`config.mk`:
```
export PLATFORM = sky130hd
export DESIGN_NAME = greedy_word_wrap_unit
export DESIGN_NICKNAME = d
export VERILOG_FILES = /design/src/rtl/gww_pkg.sv /design/src/rtl/greedy_word_wrap_unit.sv
export SDC_FILE = /design/constraint.sdc
export NUM_CORES = 2
export LEC_CHECK = 0
export ABC_CLOCK_PERIOD_IN_PS = 8500
export BUFFER_PORTS_ARGS = -buffer_cell sky130_fd_sc_hd__buf_2
export CORE_MARGIN = 2
export CORE_UTILIZATION = 55
export DETAILED_ROUTE_END_ITERATION = 16
export PLACE_DENSITY = 0.74
export SYNTH_ARGS = -nofsm -noshare
export SYNTH_HDL_FRONTEND = slang
export SYNTH_SLANG_ARGS = --single-unit
```
`constraint.sdc`:
```
create_clock -name clk -period 8.5 [get_ports clk]
set_clock_uncertainty 0.15 [all_clocks]
set_input_delay 1.275 -clock clk [delete_from_list [all_inputs] [get_ports clk]]
set_output_delay 1.275 -clock clk [all_outputs]
set_load 0.01 [all_outputs]
```
`src/rtl/gww_pkg.sv`:
```
// Shared types, register codes and constants of the greedy word wrap unit.
package gww_pkg;

  // Default width of byte offsets and line lengths inside the unit.
  localparam int OFFSET_BITS_DEF = 16;

  // Configuration port geometry.
  localparam int CFG_IDX_W  = 3;
  localparam int CFG_DATA_W = 16;

  // Configuration register indexes.
  localparam logic [CFG_IDX_W-1:0] CFG_GLYPH_WIDTH   = 3'd0;
  localparam logic [CFG_IDX_W-1:0] CFG_GLYPH_SPACING = 3'd1;
  localparam logic [CFG_IDX_W-1:0] CFG_SCALE         = 3'd2;
  localparam logic [CFG_IDX_W-1:0] CFG_MAX_WIDTH     = 3'd3;
  localparam logic [CFG_IDX_W-1:0] CFG_SKIP_LINES    = 3'd4;
  localparam logic [CFG_IDX_W-1:0] CFG_MAX_LINES     = 3'd5;
  localparam logic [CFG_IDX_W-1:0] CFG_COUNT_ONLY    = 3'd6;

  // Configuration values after reset.
  localparam logic [7:0]  GLYPH_WIDTH_RST   = 8'd8;
  localparam logic [7:0]  GLYPH_SPACING_RST = 8'd1;
  localparam logic [7:0]  SCALE_RST         = 8'd1;
  localparam logic [14:0] MAX_WIDTH_RST     = 15'd128;
  localparam logic [15:0] SKIP_LINES_RST    = 16'd0;
  localparam logic [7:0]  MAX_LINES_RST     = 8'd255;
  localparam logic        COUNT_ONLY_RST    = 1'b0;

  // Result kinds.
  localparam logic KIND_LINE    = 1'b0;
  localparam logic KIND_SUMMARY = 1'b1;

  // Characters with a meaning of their own.
  localparam logic [7:0] CHAR_NL    = 8'h0A;
  localparam logic [7:0] CHAR_SPACE = 8'h20;

  // Widest reported line width, and the glyph counter ceiling.
  localparam logic [14:0] WIDTH_MAX = 15'h7FFF;
  localparam logic [15:0] GLYPH_SAT = 16'hFFFF;

  // Raw line widths (sums of advances) stay below 2^19 even with config
  // changes between bytes.
  localparam int RAW_W = 19;

  // Most result beats one input byte can cause.
  localparam int MAX_RES = 3;

  // One input beat.
  typedef struct packed {
    logic [7:0] text_byte;
    logic       final_byte;
  } in_beat_t;

  // One result beat.
  typedef struct packed {
    logic        result_kind;
    logic [15:0] line_start;
    logic [15:0] line_length;
    logic [14:0] width_px;
    logic [15:0] line_total;
    logic        last_result;
  } out_beat_t;

  // Line counters of the text in progress.
  typedef struct packed {
    logic [15:0] seen;
    logic [7:0]  written;
    logic        stopped;
  } tally_t;

  // Counters after one finished line, and whether that line is output.
  typedef struct packed {
    tally_t t;
    logic   put;
  } emit_out_t;

endpackage

```
`src/rtl/greedy_word_wrap_unit.sv`:
```
// Greedy monospace word wrapper: UTF-8 bytes in, wrapped line records out.
//
//   channel | direction | handshake            | payload
//   --------+-----------+----------------------+---------------------------
//   in      | input     | in_valid / in_stall  | in_data   (text byte, final)
//   out     | output    | out_valid / out_stall| out_data  (line or summary)
//   cfg     | input     | cfg_we               | cfg_index, cfg_wdata
//
// One byte is taken per cycle while in_stall is low; all of its work is done in
// the cycle it is accepted and its result beats (up to three) land in a
// four-entry queue. The output port drains one beat per cycle while out_stall
// is low; in_stall is high while the queue holds more than one beat. Reset is
// synchronous and active low; it restores the register defaults and clears
// the text state at once, with no clearing pass.
// Glyph advance products are formed on the configuration write itself.
module greedy_word_wrap_unit #(
  parameter int OFFSET_BITS = gww_pkg::OFFSET_BITS_DEF
) (
  input  logic                             clk,
  input  logic                             rst_n,
  input  logic                             in_valid,
  output logic                             in_stall,
  input  gww_pkg::in_beat_t                in_data,
  output logic                             out_valid,
  input  logic                             out_stall,
  output gww_pkg::out_beat_t               out_data,
  input  logic                             cfg_we,
  input  logic [gww_pkg::CFG_IDX_W-1:0]    cfg_index,
  input  logic [gww_pkg::CFG_DATA_W-1:0]   cfg_wdata
);
  import gww_pkg::*;

  typedef logic [OFFSET_BITS-1:0] off_t;

  // A finished line: where it starts, how many bytes, how wide.
  typedef struct packed {
    off_t        start;
    off_t        len;
    logic [14:0] width;
  } line_t;

  // The blank line held back until real content follows.
  typedef struct packed {
    logic  v;
    line_t ln;
  } held_t;

  localparam off_t OFF_ONE   = off_t'(1);
  localparam int   QDEPTH    = MAX_RES + 1;
  localparam int   QIDX_W    = $clog2(QDEPTH);
  localparam int   QCNT_W    = $clog2(QDEPTH + 1);
  localparam int   RES_SLOTS = MAX_RES + 1;
  localparam logic [15:0] GPX_RST = 16'(GLYPH_WIDTH_RST * SCALE_RST);
  localparam logic [15:0] SP_RST  = 16'(GLYPH_SPACING_RST * SCALE_RST);
  localparam logic [16:0] ADV_RST = 17'(GPX_RST) + 17'(SP_RST);

  // Configuration and derived advance values.
  logic [7:0]  gw_r, gw_nxt, gs_r, gs_nxt, scale_r, scale_nxt, maxl_r, maxl_nxt;
  logic [14:0] maxw_r, maxw_nxt;
  logic [15:0] skip_r, skip_nxt;
  logic        cnt_only_r, cnt_only_nxt;
  logic [15:0] gpx_r, gpx_nxt, sp_r, sp_nxt;
  logic [16:0] adv_r, adv_nxt;

  // Text state.
  off_t             bytepos_r, bytepos_nxt, cls_r, cls_nxt, cand_off_r, cand_off_nxt;
  logic [15:0]      glyphs_r, glyphs_nxt;
  logic [RAW_W-1:0] raw_r, raw_nxt, wafter_r, wafter_nxt;
  logic             cand_v_r, cand_v_nxt, content_r, content_nxt;
  logic [14:0]      wbefore_r, wbefore_nxt;
  logic [16:0]      cand_g_r, cand_g_nxt;
  held_t            held_r, held_nxt;
  tally_t           tally_r, tally_nxt;

  // Result queue.
  out_beat_t        q_r [QDEPTH];
  out_beat_t        q_nxt [QDEPTH];
  logic [QCNT_W-1:0] qcnt_r, qcnt_nxt;

  // Per-byte datapath signals.
  logic             in_acc, fin_acc, active, is_space, is_cont, is_nl, over, pop;
  logic [RAW_W-1:0] newraw, sp_x, rr;
  logic [15:0]      rg;
  logic [14:0]      cur_w;
  logic             a_req, b_req, c_req, s_v;
  line_t            a_ln, b_ln, c_ln;
  emit_out_t        ea, eb, ec;
  out_beat_t        res_beat [RES_SLOTS];
  logic [RES_SLOTS-1:0] res_vld;

  // Visible width of a line: advances less one trailing gap, saturated.
  function automatic logic [14:0] shown_w(logic [15:0] glyphs, logic [RAW_W-1:0] raw,
                                          logic [RAW_W-1:0] spx);
    logic [RAW_W-1:0] d;
    d = raw - spx;
    if (glyphs == '0 || raw < spx) return '0;
    if (d > RAW_W'(WIDTH_MAX)) return WIDTH_MAX;
    return d[14:0];
  endfunction

  // Glyph counter with a ceiling.
  function automatic logic [15:0] sat_inc(logic [15:0] g);
    return (g == GLYPH_SAT) ? g : g + 16'd1;
  endfunction

  // Offset as a 16-bit result field.
  function automatic logic [15:0] off16(off_t v);
    logic [31:0] w;
    w = 32'(v);
    return w[15:0];
  endfunction

  // Counts one finished line and decides whether it is output.
  function automatic emit_out_t tally_emit(tally_t t, logic req, logic co,
                                           logic [15:0] skip, logic [7:0] maxl);
    emit_out_t e;
    e.t   = t;
    e.put = 1'b0;
    if (req && !t.stopped) begin
      if (co) begin
        e.t.seen = t.seen + 16'd1;
      end else begin
        if (t.seen >= skip && t.written < maxl) begin
          e.put       = 1'b1;
          e.t.written = t.written + 8'd1;
        end
        e.t.seen    = t.seen + 16'd1;
        e.t.stopped = (e.t.written >= maxl);
      end
    end
    return e;
  endfunction

  // Line result beat.
  function automatic out_beat_t line_beat(line_t ln, logic [7:0] written);
    out_beat_t b;
    b.result_kind = KIND_LINE;
    b.line_start  = off16(ln.start);
    b.line_length = off16(ln.len);
    b.width_px    = ln.width;
    b.line_total  = 16'(written);
    b.last_result = 1'b0;
    return b;
  endfunction

  // Handshakes.
  assign in_stall  = (qcnt_r > QCNT_W'(QDEPTH - MAX_RES));
  assign in_acc    = in_valid && !in_stall;
  assign fin_acc   = in_acc && in_data.final_byte;
  assign out_valid = (qcnt_r != '0);
  assign out_data  = q_r[0];
  assign pop       = out_valid && !out_stall;

  // Configuration writes; the advance products follow the new values.
  always_comb begin
    gw_nxt       = gw_r;
    gs_nxt       = gs_r;
    scale_nxt    = scale_r;
    maxw_nxt     = maxw_r;
    skip_nxt     = skip_r;
    maxl_nxt     = maxl_r;
    cnt_only_nxt = cnt_only_r;
    if (cfg_we) begin
      unique case (cfg_index)
        CFG_GLYPH_WIDTH:   gw_nxt       = cfg_wdata[7:0];
        CFG_GLYPH_SPACING: gs_nxt       = cfg_wdata[7:0];
        CFG_SCALE:         scale_nxt    = cfg_wdata[7:0];
        CFG_MAX_WIDTH:     maxw_nxt     = cfg_wdata[14:0];
        CFG_SKIP_LINES:    skip_nxt     = cfg_wdata;
        CFG_MAX_LINES:     maxl_nxt     = cfg_wdata[7:0];
        CFG_COUNT_ONLY:    cnt_only_nxt = cfg_wdata[0];
        default:           ;
      endcase
    end
    gpx_nxt = gw_nxt * scale_nxt;
    sp_nxt  = gs_nxt * scale_nxt;
    adv_nxt = 17'(gpx_nxt) + 17'(sp_nxt);
  end

  // Byte classification and width arithmetic of the current line.
  assign is_space = (in_data.text_byte == CHAR_SPACE);
  assign is_nl    = (in_data.text_byte == CHAR_NL);
  assign is_cont  = (in_data.text_byte[7:6] == 2'b10);
  assign active   = !tally_r.stopped && (gpx_r <= 16'(maxw_r));
  assign sp_x     = RAW_W'(sp_r);
  assign newraw   = raw_r + RAW_W'(adv_r);
  assign over     = (glyphs_r != '0) && ((newraw < sp_x) || (newraw - sp_x > RAW_W'(maxw_r)));
  assign rg       = (17'(glyphs_r) >= cand_g_r) ? 16'(17'(glyphs_r) - cand_g_r) : '0;
  assign rr       = (raw_r >= wafter_r) ? raw_r - wafter_r : '0;
  assign cur_w    = shown_w(glyphs_r, raw_r, sp_x);

  // Line state update for one accepted byte.
  always_comb begin
    bytepos_nxt  = bytepos_r;
    cls_nxt      = cls_r;
    glyphs_nxt   = glyphs_r;
    raw_nxt      = raw_r;
    cand_v_nxt   = cand_v_r;
    cand_off_nxt = cand_off_r;
    wbefore_nxt  = wbefore_r;
    wafter_nxt   = wafter_r;
    cand_g_nxt   = cand_g_r;
    content_nxt  = content_r;
    held_nxt     = held_r;
    a_req        = 1'b0;
    b_req        = 1'b0;
    a_ln         = held_r.ln;
    b_ln.start   = cls_r;
    b_ln.len     = bytepos_r - cls_r;
    b_ln.width   = cur_w;
    if (in_acc) begin
      if (active) begin
        // Anything but a space releases a held blank line.
        if (!is_space) begin
          if (held_r.v) begin
            a_req      = 1'b1;
            held_nxt.v = 1'b0;
          end
          content_nxt = 1'b1;
        end
        priority if (is_cont) begin
          // Continuation bytes belong to the glyph before them.
        end else if (is_nl) begin
          b_req       = 1'b1;
          cls_nxt     = bytepos_r + OFF_ONE;
          glyphs_nxt  = '0;
          raw_nxt     = '0;
          cand_v_nxt  = 1'b0;
          content_nxt = 1'b0;
        end else if (!over) begin
          // The glyph fits; a space after a glyph becomes the break point.
          if (is_space && glyphs_r != '0) begin
            cand_v_nxt   = 1'b1;
            cand_off_nxt = bytepos_r;
            wbefore_nxt  = cur_w;
            wafter_nxt   = newraw;
            cand_g_nxt   = 17'(glyphs_r) + 17'd1;
          end
          raw_nxt    = newraw;
          glyphs_nxt = sat_inc(glyphs_r);
        end else if (is_space) begin
          // Overflowing space: break here and drop it.
          if (content_r) begin
            b_req = 1'b1;
          end else begin
            if (held_r.v) begin
              b_req = 1'b1;
              b_ln  = held_r.ln;
            end
            held_nxt.v        = 1'b1;
            held_nxt.ln.start = cls_r;
            held_nxt.ln.len   = bytepos_r - cls_r;
            held_nxt.ln.width = cur_w;
          end
          cls_nxt     = bytepos_r + OFF_ONE;
          glyphs_nxt  = '0;
          raw_nxt     = '0;
          cand_v_nxt  = 1'b0;
          content_nxt = 1'b0;
        end else if (cand_v_r) begin
          // Break at the last space; the word after it moves down.
          b_req       = 1'b1;
          b_ln.len    = cand_off_r - cls_r;
          b_ln.width  = wbefore_r;
          cls_nxt     = cand_off_r + OFF_ONE;
          cand_v_nxt  = 1'b0;
          content_nxt = 1'b1;
          raw_nxt     = rr + RAW_W'(adv_r);
          glyphs_nxt  = sat_inc(rg);
        end else begin
          // Hard break just before this glyph.
          b_req       = 1'b1;
          cls_nxt     = bytepos_r;
          glyphs_nxt  = 16'd1;
          raw_nxt     = RAW_W'(adv_r);
          cand_v_nxt  = 1'b0;
          content_nxt = 1'b1;
        end
      end
      bytepos_nxt = bytepos_r + OFF_ONE;
    end
  end

  // Line counting, the closing line and the summary, in output order.
  always_comb begin
    ea         = tally_emit(tally_r, a_req, cnt_only_r, skip_r, maxl_r);
    eb         = tally_emit(ea.t, b_req, cnt_only_r, skip_r, maxl_r);
    c_req      = fin_acc && !eb.t.stopped && content_nxt;
    c_ln.start = cls_nxt;
    c_ln.len   = bytepos_nxt - cls_nxt;
    c_ln.width = shown_w(glyphs_nxt, raw_nxt, sp_x);
    ec         = tally_emit(eb.t, c_req, cnt_only_r, skip_r, maxl_r);
    tally_nxt  = in_acc ? ec.t : tally_r;

    res_vld[0] = in_acc && ea.put;
    res_vld[1] = in_acc && eb.put;
    res_vld[2] = ec.put;
    s_v        = fin_acc && (cnt_only_r || !(ea.put || eb.put || ec.put));
    res_vld[3] = s_v;

    res_beat[0] = line_beat(a_ln, ea.t.written);
    res_beat[1] = line_beat(b_ln, eb.t.written);
    res_beat[2] = line_beat(c_ln, ec.t.written);
    res_beat[0].last_result = fin_acc && !s_v && !res_vld[1] && !res_vld[2];
    res_beat[1].last_result = fin_acc && !s_v && !res_vld[2];
    res_beat[2].last_result = fin_acc && !s_v;

    res_beat[3].result_kind = KIND_SUMMARY;
    res_beat[3].line_start  = '0;
    res_beat[3].line_length = '0;
    res_beat[3].width_px    = '0;
    res_beat[3].line_total  = cnt_only_r ? ec.t.seen : 16'(ec.t.written);
    res_beat[3].last_result = 1'b1;
  end

  // Result queue: shift out on a taken beat, append this byte's beats.
  always_comb begin
    logic [QCNT_W-1:0] wr;
    for (int i = 0; i < QDEPTH - 1; i++) begin
      q_nxt[i] = pop ? q_r[i+1] : q_r[i];
    end
    q_nxt[QDEPTH-1] = q_r[QDEPTH-1];
    wr = qcnt_r - QCNT_W'(pop);
    for (int k = 0; k < RES_SLOTS; k++) begin
      if (res_vld[k]) begin
        q_nxt[wr[QIDX_W-1:0]] = res_beat[k];
        wr = wr + QCNT_W'(1);
      end
    end
    qcnt_nxt = wr;
  end

  // Control state and queue count.
  always_ff @(posedge clk) begin
    if (!rst_n) begin
      gw_r       <= GLYPH_WIDTH_RST;
      gs_r       <= GLYPH_SPACING_RST;
      scale_r    <= SCALE_RST;
      maxw_r     <= MAX_WIDTH_RST;
      skip_r     <= SKIP_LINES_RST;
      maxl_r     <= MAX_LINES_RST;
      cnt_only_r <= COUNT_ONLY_RST;
      gpx_r      <= GPX_RST;
      sp_r       <= SP_RST;
      adv_r      <= ADV_RST;
      qcnt_r     <= '0;
    end else begin
      gw_r       <= gw_nxt;
      gs_r       <= gs_nxt;
      scale_r    <= scale_nxt;
      maxw_r     <= maxw_nxt;
      skip_r     <= skip_nxt;
      maxl_r     <= maxl_nxt;
      cnt_only_r <= cnt_only_nxt;
      gpx_r      <= gpx_nxt;
      sp_r       <= sp_nxt;
      adv_r      <= adv_nxt;
      qcnt_r     <= qcnt_nxt;
    end
  end

  // Text state is cleared by reset and after every final byte.
  always_ff @(posedge clk) begin
    if (!rst_n || fin_acc) begin
      bytepos_r  <= '0;
      cls_r      <= '0;
      glyphs_r   <= '0;
      raw_r      <= '0;
      cand_v_r   <= 1'b0;
      cand_off_r <= '0;
      wbefore_r  <= '0;
      wafter_r   <= '0;
      cand_g_r   <= '0;
      content_r  <= 1'b0;
      held_r     <= '0;
      tally_r    <= '0;
    end else begin
      bytepos_r  <= bytepos_nxt;
      cls_r      <= cls_nxt;
      glyphs_r   <= glyphs_nxt;
      raw_r      <= raw_nxt;
      cand_v_r   <= cand_v_nxt;
      cand_off_r <= cand_off_nxt;
      wbefore_r  <= wbefore_nxt;
      wafter_r   <= wafter_nxt;
      cand_g_r   <= cand_g_nxt;
      content_r  <= content_nxt;
      held_r     <= held_nxt;
      tally_r    <= tally_nxt;
    end
  end

  // Queue payload.
  always_ff @(posedge clk) begin
    for (int i = 0; i < QDEPTH; i++) begin
      q_r[i] <= q_nxt[i];
    end
  end

  // The queue never holds more beats than it has entries.
  assert property (@(posedge clk) disable iff (!rst_n) qcnt_r <= QCNT_W'(QDEPTH))
    else $error("result queue overflow");

  // A final byte always leaves at least one beat waiting.
  assert property (@(posedge clk) disable iff (!rst_n) fin_acc |=> qcnt_r != '0)
    else $error("final byte produced no result");

  // After a final byte the text state starts over.
  assert property (@(posedge clk) disable iff (!rst_n)
    fin_acc |=> (bytepos_r == '0 && !held_r.v && tally_r == '0 && !content_r))
    else $error("text state not cleared after final byte");

  // Once the line cap is reached no further line is output.
  assert property (@(posedge clk) disable iff (!rst_n)
    in_acc && tally_r.stopped |-> !(res_vld[0] || res_vld[1] || res_vld[2]))
    else $error("line output after stop");

endmodule

```
## Word level (Yosys, flattened, before mapping)

Memories as Yosys holds them, arrays and structs flattened.
Cells that the tools add are included.

| storage, ports and cells | value |
|---|---|
| RAM bits | 260 |
| input port bits | 33 |
| register bits after elaboration | 325 |
| memories | 1 |
| logic and storage cells | 285 |

| cells by class | value |
|---|---|
| reduce and logical (&&, ||, !) cells | 56 |
| order comparisons | 27 |
| bitwise logic cells | 8 |
| eq/ne operators | 11 |
| $mul | 2 |
| add/subtract/negate cells | 27 |
| mux-type cells | 125 |

Memory list:

| memory | depth | width | read ports | clocked after Yosys merged registers in | write ports | line | text |
|---|---|---|---|---|---|---|---|
| q_r | 4 | 65 | 4 | 0 | 4 | greedy_word_wrap_unit.sv:76 | `out_beat_t q_r [QDEPTH];` |

Operators by type and width:

| operator | count |
|---|---|
| $bwmux W260 | 4 |
| $mux W260 | 4 |
| $demux W65 S2 | 4 |
| $mux W65 | 7 |
| $mux W47 | 7 |
| $mux W16 | 20 |
| $mux W48 | 5 |
| $mux W19 | 8 |
| $mux W15 | 8 |
| $mux W8 | 15 |
| $add A16 B1 Y16 const B | 7 |
| $mux W26 | 3 |
| $sub A16 B16 Y16 | 4 |
| $mux W31 | 2 |
| $lt A19 B16 Y1 | 3 |
| $sub A19 B16 Y19 | 3 |
| $ge A16 B16 Y1 | 3 |
| $add A19 B17 Y19 | 2 |
| $gt A19 B15 Y1 const B | 2 |
| $eq A16 B16 Y1 const B | 2 |
| $logic_not A16 Y1 | 2 |
| $mul A8 B8 Y16 | 2 |
| $mux W1 | 31 |
| $mux W10 | 3 |
| other kinds (34) | 105 |

## Logic depth before layout (Yosys ltp)

| logic depth | value |
|---|---|
| depth in word-level cells | 41 |
| mapped depth | 51 |

## Worst setup path after synthesis

No wires, ideal clock.

| timing path | value |
|---|---|
| kind | register to register |
| start point | reg raw_r[1] |
| end point | mem q_r[0][31] in the netlist's numbering |
| clock period less this slack | 9.149 ns |
| data required time | 8.263 ns |
| cell stages (with the launch flop) | 48 |
| buffers on the path | 4 |
| setup slack | -0.649 ns |
| arrival time | 8.912 ns |
| cell sequence | dfxtp_1 -> inv_1 -> fa_1 -> nand2b_1 -> a21oi_1 -> o21ai_2 -> o21bai_1 -> a21oi_1 -> xnor2_1 -> ha_1 -> and4_1 -> a21oi_1 -> o21ai_0 -> a21o_1 -> xor2_1 -> ha_1 -> nand2_1 -> nor2_1 -> [12 not listed] -> ha_1 -> inv_1 -> fa_1 -> a21o_1 -> a21oi_1 -> o21bai_1 -> a21oi_1 -> o21bai_1 -> a21oi_1 -> o21ai_0 -> o41ai_1 -> o21bai_1 -> a31oi_1 -> xnor2_1 -> a22oi_4 -> buf_2 -> nor2_1 -> o31ai_1 |

RTL lines:

| what | line | text |
|---|---|---|
| start, declared | greedy_word_wrap_unit.sv:68 | `logic [RAW_W-1:0] raw_r, raw_nxt, wafter_r, wafter_nxt;` |
| start signal, assigned | greedy_word_wrap_unit.sv:381 | `raw_r <= raw_nxt;` |
| end, declared | greedy_word_wrap_unit.sv:76 |  |

## Worst setup path in the final report

| timing path | value |
|---|---|
| start point | reg raw_r[1] |
| end point | reg tally_r[0] in the netlist's numbering |

| between the ends | value |
|---|---|
| longest elaborated chain between the ends | 20 |
| elaborated cells on any way between the ends | 32 |

Ends and longest elaborated chain:

| what | line | text |
|---|---|---|
| $add A19 B17 Y19 (*) | greedy_word_wrap_unit.sv:186 | `assign newraw = raw_r + RAW_W'(adv_r);` |
| net newraw[15] | greedy_word_wrap_unit.sv:82 | `logic [RAW_W-1:0] newraw, sp_x, rr;` |
| $sub A19 B16 Y19 | greedy_word_wrap_unit.sv:187 | `assign over = (glyphs_r != '0) && ((newraw < sp_x) \|\| (newraw - sp_x > RAW_W'(maxw_r)));` |
| $gt A19 B15 Y1 | greedy_word_wrap_unit.sv:187 |  |
| $logic_or A1 B1 Y1 (*) | greedy_word_wrap_unit.sv:187 |  |
| $logic_and A1 B1 Y1 (*) | greedy_word_wrap_unit.sv:187 |  |
| $mux W1 | greedy_word_wrap_unit.sv:230 | `end else if (!over) begin` |
| $mux W1 | greedy_word_wrap_unit.sv:223 | `end else if (is_nl) begin` |
| [5 not listed] | - |  |
| $ge A16 B16 Y1 / $lt A8 B8 Y1 (equally long branches) | greedy_word_wrap_unit.sv:123 | `if (t.seen >= skip && t.written < maxl) begin` |
| $logic_and A1 B1 Y1 | greedy_word_wrap_unit.sv:123 |  |
| $mux W8 | greedy_word_wrap_unit.sv:123 |  |
| $mux W8 | greedy_word_wrap_unit.sv:120 | `if (co) begin` |
| $mux W8 | greedy_word_wrap_unit.sv:119 | `if (req && !t.stopped) begin` |
| $ge A8 B8 Y1 | greedy_word_wrap_unit.sv:128 | `e.t.stopped = (e.t.written >= maxl);` |
| $mux W10 | greedy_word_wrap_unit.sv:120 |  |
| $mux W26 (*) | greedy_word_wrap_unit.sv:119 |  |
| end signal, assigned | greedy_word_wrap_unit.sv:389 | `tally_r <= tally_nxt;` |
| end, declared | greedy_word_wrap_unit.sv:73 | `tally_t tally_r, tally_nxt;` |

Mark *: on every way through the listed nets, which the timed path passes. The rest lies on a longest branch. The select of a mux whose other input is x is not followed.
A chain may end at the register's enable or synchronous reset.

==> results_dict.tcl <==
set metrics [dict create \
    clk_latency_ns 0.66 \
    p_leak_uw 0.0247 \
    wire_per_inst_um 22.3 \
    nets 7236 \
    met1_usage_pct 49.5 \
    diodes 0 \
    combinationalPowerShare_pct 55.1 \
    syn_area_um2 48000 \
    holdWs_ns 0.301 \
    dieArea_um2 89600 \
    period_needed_ns 8.69 \
    routed_wl_um 177000 \
    antenna_found_initial 0 \
    first_pass_iters 8 \
    crit_buf_inv 3 \
    ys_types 108 \
    critical_path.slowest_cell "o41a_1" \
    cts_tree "done" \
    outcome "complete, but fails checks" \
    cts.sinks 585 \
    final_area_um2 57900 \
    grtUsageMet3_pct 5.90 \
    synth_nets 6828 \
    rsz0062_at_grt "true" \
    cp_top_family "compound AO/OA/AOI/OAI gates" \
    ys.warnings.count 0 \
    swShare_pct 41.7 \
    worstSetupStartpointType "flop" \
    power_per_cell_area_nw_per_um2 256 \
    grt_max_degree 162 \
    setup_slack_ns -0.189 \
    portBuffers 99 \
    start_util_pct 55.4 \
    synth-edff-count 0 \
    mostFrequentLayoutCells "923 x nand2_1, 578 x dfxtp_1, 541 x nor2_1, 510 x buf_4, 406 x a21oi_1" \
    ctsHtreeMaxLevel 3 \
    finalSetupViolCount 121 \
    die_width_um 299 \
    dpl_cell_area_um2 53200 \
    core_um2 86600 \
    top_usage_layer "met2" \
    final_common_cell "nand2_1" \
    switching_power_uw 6170 \
    grt_pass1_wl_um 268000 \
    dr.first_iter.drc_count 5881 \
    cts_buffer_depth 3 \
    period_share_pct 102 \
    hold_class "flop to flop" \
    synth_area_per_cell_um2 7.60 \
    area_delta_synth_final_pct 20.8 \
    cts_buffers 70 \
    worst_pin_slew_ns 1.15 \
    synth_ff_type "dfxtp_1" \
    crit_fanout 5 \
    grt.total_usage_pct 37.6 \
    drive_gt1_share_pct 17.5 \
    drc 0 \
    peakVddDrop_v 0.000329 \
    cts_root_buf "clkbuf_16" \
    p_clk_share_pct 21.5 \
    slew_headroom_pct 22.9 \
    overflow 0 \
    synthCells 6310 \
    failed_checks "negative setup slack" \
    die_h_um 299 \
    async_flop_share_pct 0 \
    grtUsageMet2_pct 59.4 \
    crit_path_max_incr_delay_ns 0.37 \
    seqPwrFrac_pct 23.4 \
    cp.arrival_ns 9.01 \
    holdBufCountCts 0 \
    cts.clk_slew.worst_paths_ns 0.06 \
    required_ns 8.83 \
    dp_hpwl_um 127000 \
    final_max_slew_viol_count 0 \
    grt_pass1_vias 47100 \
    p_int_uw 8630 \
    ant_nets 0 \
    hold_viol 0 \
    place_congestion 1.01 \
    rows 108 \
    ys_seq_area_share_pct 24.4 \
    cp-end-kind "flop" \
    worst-setup-path-type "flop to flop" \
    cap_violations 0 \
    num_vias 50000 \
    cp_common_cell "a21o_1" \
    via_per_inst 6.31 \
    max_freq_mhz 115 \
    pin_count 100 \
    synth_seq_cells 585 \
]
## cells in the mapped netlist, types with 71 or more instances
cell      count  area share [%]
o211ai_1    211             3.3
o21ai_0     316             3.3
ha_1        402              10
nand3_1     163             1.7
dfxtp_1     585              24
xor2_1       98             1.8
nor2_1      569             4.5
inv_1       340             2.7
fa_1         83             3.5
a21o_1       71             1.1
a21oi_1     433             4.5
clkbuf_1    275             2.2
nand2_1     949             7.4
nor3_1      107             1.1
and2_1      103             1.3
o31ai_1      74             1.2
a211oi_1    121             1.9
xnor2_1     220             4.0
mux2i_1     267             5.6
## worst min-delay path, cell delays in order (launching register included)
cell	delay [ns]
dfxtp_1	0.30
nand2_1	0.05
a21oi_1	0.05
## power by group through the flow
stage	clock network, µW	logic [µW]	registers, µW
after floorplan	0	4220	3440
after global placement	0	6480	3490
after detailed placement	0	6590	3500
after CTS	3180	7180	3440
after global routing	3300	8660	3490
final	3180	8160	3460
## state kept, by name, indices dropped and copies added, names as in the netlist, 3 cells and up
| register | flops |
|---|---|
| cand_g_r | 17 |
| wbefore_r | 15 |
| maxl_r | 8 |
| adv_r | 17 |
| scale_r | 8 |
| bytepos_r | 16 |
| wafter_r | 19 |
| gs_r | 8 |
| raw_r | 19 |
| gpx_r | 16 |
| q_r | 260 |
| tally_r | 25 |
| maxw_r | 15 |
| cls_r | 16 |
| gw_r | 8 |
| qcnt_r | 3 |
| a_ln | 47 |
| sp_r | 16 |
| cand_off_r | 16 |
| skip_r | 16 |
| glyphs_r | 16 |
## cell type report
cell class / instances / area (µm²)
multi-input combinational: 5017 / 35200
clock inverter: 25 / 348
timing repair buffer: 700 / 5870
clock buffer: 103 / 2030
sequential: 585 / 11700
fill: 7226 / 28700
inverter: 344 / 1290
tap: 1155 / 1450
## kinds of logic (layout without fill, tap and decap cells)
| logic type | after synthesis | in the layout | share of synthesized area [%] |
|---|---|---|---|
| XOR/XNOR | 320 | 320 | 5.88 |
| AND/OR/NAND/NOR | 2234 | 2234 | 21.0 |
| adder cells (fa/ha/maj) | 485 | 485 | 14.0 |
| AO/OA/AOI/OAI | 1676 | 1676 | 22.6 |
| flip-flops | 585 | 585 | 24.4 |
| buffers and inverters | 708 | 1172 | 5.78 |
| multiplexers | 302 | 302 | 6.40 |
## worst paths after layout
check	start	end	slack [ns]	depth (start not counted)
max reg2reg	raw_r[1]	tally_r[0]	-0.19	46
max	raw_r[1]	tally_r[0]	-0.19	46
min reg2reg	cand_g_r[9]	cand_g_r[9]	0.30	2
min	cand_g_r[9]	cand_g_r[9]	0.30	2
## through the flow
step                      power, µW  util, %  cells  setup TNS [ns]  worst slack, ns
after detailed placement      10100     61.4   7719          -52.17           -0.424
after floorplan                7670        -   6310               0          0.00303
final                         14800     66.9   7929           -7.98           -0.189
after global routing          15400     66.9   7929          -73.81           -0.658
after global placement         9960     61.4   7719          -11.68           -0.267
after CTS                     13800     65.0   7883          -0.126           -0.126
## routing by layer
metal  share of wire [%]  vias to the layer above
li1                    -                    23100
met1                  40                    23400
met2                  44                     2831
met3                  10                      650
met4                 6.2                        0
met5                   0                        -
## repair_timing
item	4_1_cts	5_1_grt
gates resized for setup	97	268
setup endpoints to repair	261	267
pin swaps	29	117
buffers inserted	34	47
cloned	2	7
Power figures use the tool's default switching activity.
